**src/rtl/core/vlcbp_pkg.sv**
```systemverilog
// shared constants and control types for the variable length code bit packer
`timescale 1ns / 1ps

package vlcbp_pkg;

    // default and widest code length the packer handles
    localparam int MAX_CODE_BITS_DEF = 64;

    // fixed field widths on the ports
    localparam int CODE_VALUE_W = 64;
    localparam int CODE_LEN_W   = 7;
    localparam int BYTE_W       = 8;
    localparam int CNT_W        = 3;
    localparam int S_TDATA_W    = 72;
    localparam int M_TDATA_W    = 8;

    // commands from the controller to the datapath
    typedef struct packed {
        logic load;        // capture a new code from the input transfer
        logic push_data;   // emit a completed data byte
        logic merge;       // fold the leftover code bits into the partial byte
        logic push_count;  // emit the valid bit count byte
        logic push_tail;   // emit the left aligned partial byte
    } dp_cmd_t;

    // status from the datapath to the controller
    typedef struct packed {
        logic full;        // partial bits plus remaining code bits reach a byte
        logic cnt_zero;    // no bits held in the partial byte
        logic last;        // current code closes the stream
        logic can_push;    // output register free this cycle
    } dp_stat_t;

endpackage

```
**src/rtl/core/variable_length_code_bit_packer.sv**
```systemverilog
// top level of the variable length code bit packer
`timescale 1ns / 1ps

// Packs variable length codes into a byte stream, most significant bit first.
// Input channel (s_): one transfer per code with its value, its length (0 to
// 64, longer lengths saturate to MAX_CODE_BITS) and s_tlast on the final code.
// Output channel (m_): one byte per transfer; m_tlast marks the final byte
// of a stream. After the final code the block sends a count byte with the
// valid bits of the trailing partial byte, then that byte left aligned when
// the count is nonzero.
// Throughput: a code is loaded, then each completed byte is emitted, then the
// leftover bits are folded into the partial byte; the final code then adds
// the count byte and, if the count is nonzero, the tail byte. The pace is set
// by the single byte wide extraction step over the code shift register, one
// byte per cycle while the receiver takes each byte.
// The first byte of a code is registered from the PACK state after the load.
// Reset (aresetn low, synchronous) empties the partial byte and output
// register and opens a fresh stream. When the receiver stalls, the current
// byte holds in the output register and packing waits; new codes are taken
// only after the previous one is fully packed.
module variable_length_code_bit_packer #(
    parameter int MAX_CODE_BITS = vlcbp_pkg::MAX_CODE_BITS_DEF
) (
    input  logic                               aclk,
    input  logic                               aresetn,
    // code_value [63:0], code_length [70:64], zero fill [71]
    input  logic [vlcbp_pkg::S_TDATA_W-1:0]    s_tdata,
    input  logic                               s_tlast,
    input  logic                               s_tvalid,
    output logic                               s_tready,
    // out_byte [7:0]
    output logic [vlcbp_pkg::M_TDATA_W-1:0]    m_tdata,
    output logic                               m_tlast,
    output logic                               m_tvalid,
    input  logic                               m_tready
);

    vlcbp_pkg::dp_cmd_t  cmd;
    vlcbp_pkg::dp_stat_t stat;

    // sequencing
    vlcbp_ctrl u_ctrl (
        .aclk     (aclk),
        .aresetn  (aresetn),
        .s_tvalid (s_tvalid),
        .s_tready (s_tready),
        .stat     (stat),
        .cmd      (cmd)
    );

    // bit packing and output register
    vlcbp_dpath #(
        .MAX_CODE_BITS (MAX_CODE_BITS)
    ) u_dpath (
        .aclk        (aclk),
        .aresetn     (aresetn),
        .code_value  (s_tdata[vlcbp_pkg::CODE_VALUE_W-1:0]),
        .code_length (s_tdata[vlcbp_pkg::CODE_VALUE_W +: vlcbp_pkg::CODE_LEN_W]),
        .last_code   (s_tlast),
        .cmd         (cmd),
        .stat        (stat),
        .m_tvalid    (m_tvalid),
        .m_tready    (m_tready),
        .out_byte    (m_tdata),
        .last_byte   (m_tlast)
    );

endmodule

```
**src/rtl/core/vlcbp_ctrl.sv**
```systemverilog
// controller state machine sequencing load, byte emission and end of stream flush
`timescale 1ns / 1ps

module vlcbp_ctrl (
    input  logic               aclk,
    input  logic               aresetn,
    input  logic               s_tvalid,
    output logic               s_tready,
    input  vlcbp_pkg::dp_stat_t stat,
    output vlcbp_pkg::dp_cmd_t  cmd
);

    typedef enum logic [1:0] {
        ST_IDLE,
        ST_PACK,
        ST_COUNT,
        ST_TAIL
    } state_t;

    state_t state_reg;
    state_t state_next;

    // ready only between codes
    assign s_tready = (state_reg == ST_IDLE);

    // next state and command decode
    always_comb begin
        state_next     = state_reg;
        cmd.load       = 1'b0;
        cmd.push_data  = 1'b0;
        cmd.merge      = 1'b0;
        cmd.push_count = 1'b0;
        cmd.push_tail  = 1'b0;
        unique case (state_reg)
            ST_IDLE: begin
                if (s_tvalid) begin
                    cmd.load   = 1'b1;
                    state_next = ST_PACK;
                end
            end
            ST_PACK: begin
                if (stat.full) begin
                    cmd.push_data = stat.can_push;
                end else begin
                    cmd.merge  = 1'b1;
                    state_next = stat.last ? ST_COUNT : ST_IDLE;
                end
            end
            ST_COUNT: begin
                if (stat.can_push) begin
                    cmd.push_count = 1'b1;
                    state_next     = stat.cnt_zero ? ST_IDLE : ST_TAIL;
                end
            end
            ST_TAIL: begin
                if (stat.can_push) begin
                    cmd.push_tail = 1'b1;
                    state_next    = ST_IDLE;
                end
            end
            default: state_next = ST_IDLE;
        endcase
    end

    // state register
    always_ff @(posedge aclk) begin
        if (!aresetn) begin
            state_reg <= ST_IDLE;
        end else begin
            state_reg <= state_next;
        end
    end

endmodule

```
**src/rtl/core/vlcbp_dpath.sv**
```systemverilog
// datapath: code shift register, partial byte, bit counters and output register
`timescale 1ns / 1ps

module vlcbp_dpath #(
    parameter int MAX_CODE_BITS = vlcbp_pkg::MAX_CODE_BITS_DEF
) (
    input  logic                                aclk,
    input  logic                                aresetn,
    input  logic [vlcbp_pkg::CODE_VALUE_W-1:0]  code_value,
    input  logic [vlcbp_pkg::CODE_LEN_W-1:0]    code_length,
    input  logic                                last_code,
    input  vlcbp_pkg::dp_cmd_t                  cmd,
    output vlcbp_pkg::dp_stat_t                 stat,
    output logic                                m_tvalid,
    input  logic                                m_tready,
    output logic [vlcbp_pkg::BYTE_W-1:0]        out_byte,
    output logic                                last_byte
);

    localparam int LW = $clog2(MAX_CODE_BITS + 1);
    localparam int BW = vlcbp_pkg::BYTE_W;
    localparam int CW = vlcbp_pkg::CNT_W;

    logic [MAX_CODE_BITS-1:0] code_reg;
    logic [MAX_CODE_BITS-1:0] code_next;
    logic [LW-1:0]            rem_reg;
    logic [LW-1:0]            rem_next;
    logic [BW-1:0]            pend_reg;
    logic [BW-1:0]            pend_next;
    logic [CW-1:0]            cnt_reg;
    logic [CW-1:0]            cnt_next;
    logic                     last_reg;
    logic                     last_next;
    logic                     ovalid_reg;
    logic                     ovalid_next;
    logic [BW-1:0]            obyte_reg;
    logic [BW-1:0]            obyte_next;
    logic                     olast_reg;
    logic                     olast_next;

    logic [LW-1:0]            len_sat;
    logic [CW:0]              need;
    logic [BW-1:0]            cand;
    logic [LW:0]              total;
    logic                     push;

    // saturate the length to the code register size
    always_comb begin
        if (code_length > vlcbp_pkg::CODE_LEN_W'(MAX_CODE_BITS)) begin
            len_sat = LW'(MAX_CODE_BITS);
        end else begin
            len_sat = code_length[LW-1:0];
        end
    end

    // candidate byte: partial bits followed by the leading code bits
    assign need  = (CW + 1)'(BW) - {1'b0, cnt_reg};
    assign cand  = pend_reg | (code_reg[MAX_CODE_BITS-1 -: BW] >> cnt_reg);
    assign total = {1'b0, rem_reg} + (LW + 1)'(cnt_reg);

    assign stat.full     = (total >= (LW + 1)'(BW));
    assign stat.cnt_zero = (cnt_reg == '0);
    assign stat.last     = last_reg;
    assign stat.can_push = !ovalid_reg || m_tready;

    assign push = cmd.push_data || cmd.push_count || cmd.push_tail;

    // packing state update
    always_comb begin
        code_next = code_reg;
        rem_next  = rem_reg;
        pend_next = pend_reg;
        cnt_next  = cnt_reg;
        last_next = last_reg;
        if (cmd.load) begin
            // left align the used code bits, upper bits fall off
            code_next = code_value[MAX_CODE_BITS-1:0] << (LW'(MAX_CODE_BITS) - len_sat);
            rem_next  = len_sat;
            last_next = last_code;
        end else if (cmd.push_data) begin
            code_next = code_reg << need;
            rem_next  = rem_reg - LW'(need);
            pend_next = '0;
            cnt_next  = '0;
        end else if (cmd.merge) begin
            pend_next = cand;
            cnt_next  = cnt_reg + rem_reg[CW-1:0];
            rem_next  = '0;
        end else if (cmd.push_count && stat.cnt_zero) begin
            last_next = 1'b0;
        end else if (cmd.push_tail) begin
            pend_next = '0;
            cnt_next  = '0;
            last_next = 1'b0;
        end
    end

    // output register update
    always_comb begin
        ovalid_next = ovalid_reg && !m_tready;
        obyte_next  = obyte_reg;
        olast_next  = olast_reg;
        if (push) begin
            ovalid_next = 1'b1;
            if (cmd.push_data) begin
                obyte_next = cand;
                olast_next = 1'b0;
            end else if (cmd.push_count) begin
                obyte_next = BW'(cnt_reg);
                olast_next = stat.cnt_zero;
            end else begin
                obyte_next = pend_reg;
                olast_next = 1'b1;
            end
        end
    end

    // control registers
    always_ff @(posedge aclk) begin
        if (!aresetn) begin
            pend_reg   <= '0;
            cnt_reg    <= '0;
            rem_reg    <= '0;
            last_reg   <= 1'b0;
            ovalid_reg <= 1'b0;
        end else begin
            pend_reg   <= pend_next;
            cnt_reg    <= cnt_next;
            rem_reg    <= rem_next;
            last_reg   <= last_next;
            ovalid_reg <= ovalid_next;
        end
    end

    // payload registers
    always_ff @(posedge aclk) begin
        code_reg  <= code_next;
        obyte_reg <= obyte_next;
        olast_reg <= olast_next;
    end

    assign m_tvalid  = ovalid_reg;
    assign out_byte  = obyte_reg;
    assign last_byte = olast_reg;

endmodule
```
**config.mk**
```make
export PLATFORM = sky130hd
export DESIGN_NAME = variable_length_code_bit_packer
export DESIGN_NICKNAME = d
export VERILOG_FILES = /design/src/rtl/core/vlcbp_pkg.sv /design/src/rtl/core/variable_length_code_bit_packer.sv /design/src/rtl/core/vlcbp_ctrl.sv /design/src/rtl/core/vlcbp_dpath.sv
export SDC_FILE = /design/constraint.sdc
export NUM_CORES = 1
export LEC_CHECK = 0
export BUFFER_PORTS_ARGS = -buffer_cell sky130_fd_sc_hd__buf_2
export CORE_ASPECT_RATIO = 0.6
export CORE_MARGIN = 4
export CORE_UTILIZATION = 35
export CTS_BUF_LIST = sky130_fd_sc_hd__clkbuf_16
export CTS_CLUSTER_SIZE = 12
export DETAILED_ROUTE_END_ITERATION = 10
export REMOVE_ABC_BUFFERS = 1
export SYNTH_ARGS = -nofsm -noshare
export SYNTH_HDL_FRONTEND = slang
export SYNTH_HIERARCHICAL = 1
export SYNTH_SLANG_ARGS = --single-unit
```
**constraint.sdc**
```tcl
create_clock -name aclk -period 5.1 [get_ports aclk]
set_input_delay 0.765 -clock aclk [delete_from_list [all_inputs] [get_ports aclk]]
set_output_delay 0.765 -clock aclk [all_outputs]
set_load 0.1 [all_outputs]
```
==> results by stage <==
Finish:
- 0 antenna diodes ended up in the layout.
- In the final layout, the share of cells above drive strength 1 is 23.2%.
- Excluding fillers, the count of instances in the completed layout stands at 1681.
- The final standard cell utilization of the core is 38.5%.
- The final design instance area without fill is 0.0125 mm^2.
- The number of flip-flops in the largest register is 64.
- Relative to the synthesized area, the layout overhead comes to 8.50%.
- Fill cells in the final layout number 3267.
- The net count of the finished layout is 1341.

Detailed routing:
- In the routed design, unresolved DRC markers number 0.
- In the final routed layout, each cell accounts on average for 25.2 um.
- The final routed wirelength across all metal layers is 42.4 mm.
- The initial DRC count is 1779.
- The pre-antenna-repair detailed-routing pass consisted of 5 iterations.
- The routed layout has 11100 vias.
- The remaining antenna violation count after routing is 0.
- The number of vias per cell is 6.58.

Timing:
- The share of the cycle needed by the critical path after routing is 78.8%.
- Final hold analysis gives a worst-case slack of 506 ps.
- The count of endpoints failing hold in the final timing report came to 0.
- The final number of max-transition violations is 0.
- The relative slew slack is 32.5%.
- Counting I/O delays and the setup requirement, the final critical path takes 4020 ps.
- Setup repair after global routing left no endpoint under its margin.
- At the pin with the least slew margin, the transition time is 1010 ps.
- Between clock sinks in the finished design, the worst skew comes to 9.92 ps.
- Derived from the worst setup path, the maximum achievable clock frequency is 0.249 GHz.
- Setup violations remaining at the end of the flow were counted as 0.

Synthesis:
- Synthesis produced 1230 cells.
- In this run, synthesis produced a sequential element count of 95.
- The area share of the largest cell type after synthesis is 19.1%.
- Yosys mapped a number of flops with a built-in enable equal to 73.
- The fraction of registers with async set or reset after synthesis is 0%.
- The number of different library cells used by synthesis comes to 95.
- The sequential-to-total area share from yosys stat is 22.9%.
- Ranked by instance count, the synthesized netlist is headed by sky130_fd_sc_hd__nand2_1 (185), sky130_fd_sc_hd__mux2i_1 (124), sky130_fd_sc_hd__nor2_1 (106).
- The top cell type by total area after synthesis is sky130_fd_sc_hd__edfxtp_1.
- The number of warnings printed during yosys synthesis is 6.
- Yosys attributes the largest share of cell area to sky130_fd_sc_hd__edfxtp_1 (19%), sky130_fd_sc_hd__mux4_2 (19%), sky130_fd_sc_hd__mux2i_1 (11%).
- For this run, the leading register cell type out of synthesis is sky130_fd_sc_hd__edfxtp_1.
- The post-synth design cell area is 0.0115 mm^2.
- The most frequent cell after synthesis is sky130_fd_sc_hd__nand2_1.
- The post-synthesis average cell area is 9.33 um^2.

Setup path:
- The data arrival time of the critical path is 4110 ps.
- By startpoint and endpoint, the worst setup path is classified as primary input to flip-flop.
- STA classifies the critical path endpoint as a flip-flop.
- The startpoint type of the worst setup path is a primary input.
- Data on the critical path is required at its endpoint by 5190 ps.
- The largest fanout on the critical path is 46.

CTS:
- After clock tree synthesis, the repair step resized 0 gates.
- Counting along the longest clock path gives a buffer depth of 2.
- Clock tree synthesis found a total of 95 sinks.
- The clock root buffer is sky130_fd_sc_hd__clkbuf_16.
- Once the clock tree was built, the setup fixing pass inserted 0 buffers.
- TritonCTS created 9 clock buffers.
- The clock network latency to the later pin of the worst-skew pair is 370 ps.
- The count of H-tree levels built during CTS is 3.
- After clock tree synthesis, the clock-pin slew on the worst setup and hold paths is 80 ps.
- TritonCTS built the clock tree.
- In this run, post-CTS hold repair placed 0 buffers.

Placed design:
- The instance area at placement is 0.0122 mm^2.
- Port buffering added 86 buffers.
- The routability congestion estimate is 0.978.
- The post-DP HPWL is 33.1 mm.
- The post-placement cell count is 1665.

Power:
- Power spread over the standard cell area amounts to 367 mW/mm^2.
- The combinational cell fraction of total power is 56.3%.
- The largest vdd supply drop is 0.200 mV.
- The cell-internal power is 2.43 mW.
- The register share of total power is 28.7%.
- The total power is 4.57 mW.
- Of the total power, the share spent switching nets is 46.9%.
- In this run the static leakage power is 4.46 nW.
- The analysis attributes to net switching a power of 2.14 mW.
- The share of power burned in the clock network is 15.0%.

Global route:
- The overflow left after global routing is 0.
- Entering global routing, the biggest net connects 73 pins.
- The first-pass GRT wire length is 64.6 mm.
- The via count of the first global-routing pass came to 10200.
- The total global routing track utilization is 23.2%.
- The initial antenna violation count was 0.

Worst hold path:
- The path class of the tightest hold or removal check is flip-flop to flip-flop.

Run:
- Across the run, the number of max-cap violations was 0.

Floorplan:
- The initial utilization of the core area, before any placement, comes to 35.5%.
- The floorplan step defined a core boundary enclosing 0.0324 mm^2.
- The overall die area is 0.0358 mm^2.
- Measured along the x axis, the die boundary spans 242 um.
- The height of the die is 148 um.
- The row count is 51.
- The count of boundary I/O pins is 88.

Outcome:
- The flow ran to the end, and the final reports show no timing, DRC or antenna violations.
-- worst max-delay path: stages --
cell and delay [ps]:
sky130_fd_sc_hd__buf_2 360, sky130_fd_sc_hd__nand2b_1 250, sky130_fd_sc_hd__ha_2 280, sky130_fd_sc_hd__inv_2 100, sky130_fd_sc_hd__xnor2_4 150, sky130_fd_sc_hd__buf_4 470
sky130_fd_sc_hd__buf_4 400, sky130_fd_sc_hd__mux2i_1 290, sky130_fd_sc_hd__nor3_1 60, sky130_fd_sc_hd__or3_1 470, sky130_fd_sc_hd__o211ai_1 310, sky130_fd_sc_hd__o2111ai_1 160
-- logic make-up (layout without fill, tap and decap cells) --
group,after synthesis,in the layout,synth area share [%]
adder cells (fa/ha/maj),12,12,1.44
multiplexers,253,253,33.5
flip-flops,95,95,22.9
buffers and inverters,132,159,5.84
XOR/XNOR,4,4,0.371
AO/OA/AOI/OAI,332,332,20.3
AND/OR/NAND/NOR,402,402,15.6
-- cells in the final DEF (no fill, tap or decap), types with 10 or more instances in the layout --
master and count:
sky130_fd_sc_hd__buf_2 86, sky130_fd_sc_hd__nand3_1 30, sky130_fd_sc_hd__a31oi_1 10, sky130_fd_sc_hd__a211oi_1 25, sky130_fd_sc_hd__o21ai_0 33, sky130_fd_sc_hd__buf_4 35, sky130_fd_sc_hd__o221ai_1 16, sky130_fd_sc_hd__nor2b_1 12
sky130_fd_sc_hd__mux2_2 27, sky130_fd_sc_hd__a22oi_1 28, sky130_fd_sc_hd__nand2_1 184, sky130_fd_sc_hd__nor2_1 106, sky130_fd_sc_hd__edfxtp_1 73, sky130_fd_sc_hd__inv_1 17, sky130_fd_sc_hd__o211ai_1 15, sky130_fd_sc_hd__mux4_2 97
sky130_fd_sc_hd__a21oi_1 87, sky130_fd_sc_hd__nor3_1 19, sky130_fd_sc_hd__dfxtp_1 21, sky130_fd_sc_hd__mux2i_1 124, sky130_fd_sc_hd__o22ai_1 24
-- metrics by stage --
step                setup slack, ps  TNS, ps
finish                         1080        0
global route                    935        0
CTS                            1150        0
detailed placement              774        0
global placement                832        0
floorplan                     -3380  -386740
-- layer usage --
layer / global-route usage (%) / vias to the layer above / wire [um]
li1: - / 4884 / -
met1: 36.8 / 5455 / 19500
met2: 31.0 / 682 / 16700
met3: 7.10 / 41 / 5690
met4: 3.31 / 0 / 493
met5: 0 / - / 0
-- worst paths after layout --
| check | slack, ps | endpoint | from | cells past startpoint |
|---|---|---|---|---|
| worst max-delay path | 1080 | u_dpath/code_reg[43] | s_tdata[70] | 12 |
| worst min-delay path | 510 | u_dpath/pend_reg[7] | u_dpath/pend_reg[7] | 2 |
| worst max register to register | 1220 | u_dpath/code_reg[16] | u_dpath/cnt_reg[1] | 10 |
| worst min register to register | 510 | u_dpath/pend_reg[7] | u_dpath/pend_reg[7] | 2 |
-- cell type report --
class	instances	area [um^2]	share of cell area [%]
multi-input cells	1003	8210	65.9
flip-flops and latches	95	2640	21.2
repair buffers	121	693	5.57
well taps	424	531	4.26
clock buffers	9	225	1.81
inverters	22	87.6	0.703
clock inverters	7	67.6	0.543
-- power groups by stage --
stage               Clock (mW)  Sequential, mW  Combinational [mW]
floorplan                    0            1.36                1.64
global placement             0            1.31                2.47
detailed placement           0            1.32                2.48
CTS                      0.703            1.30                2.50
global route             0.737            1.33                2.73
finish                   0.686            1.31                2.57
Note: power is estimated with default switching activity, not from simulation.
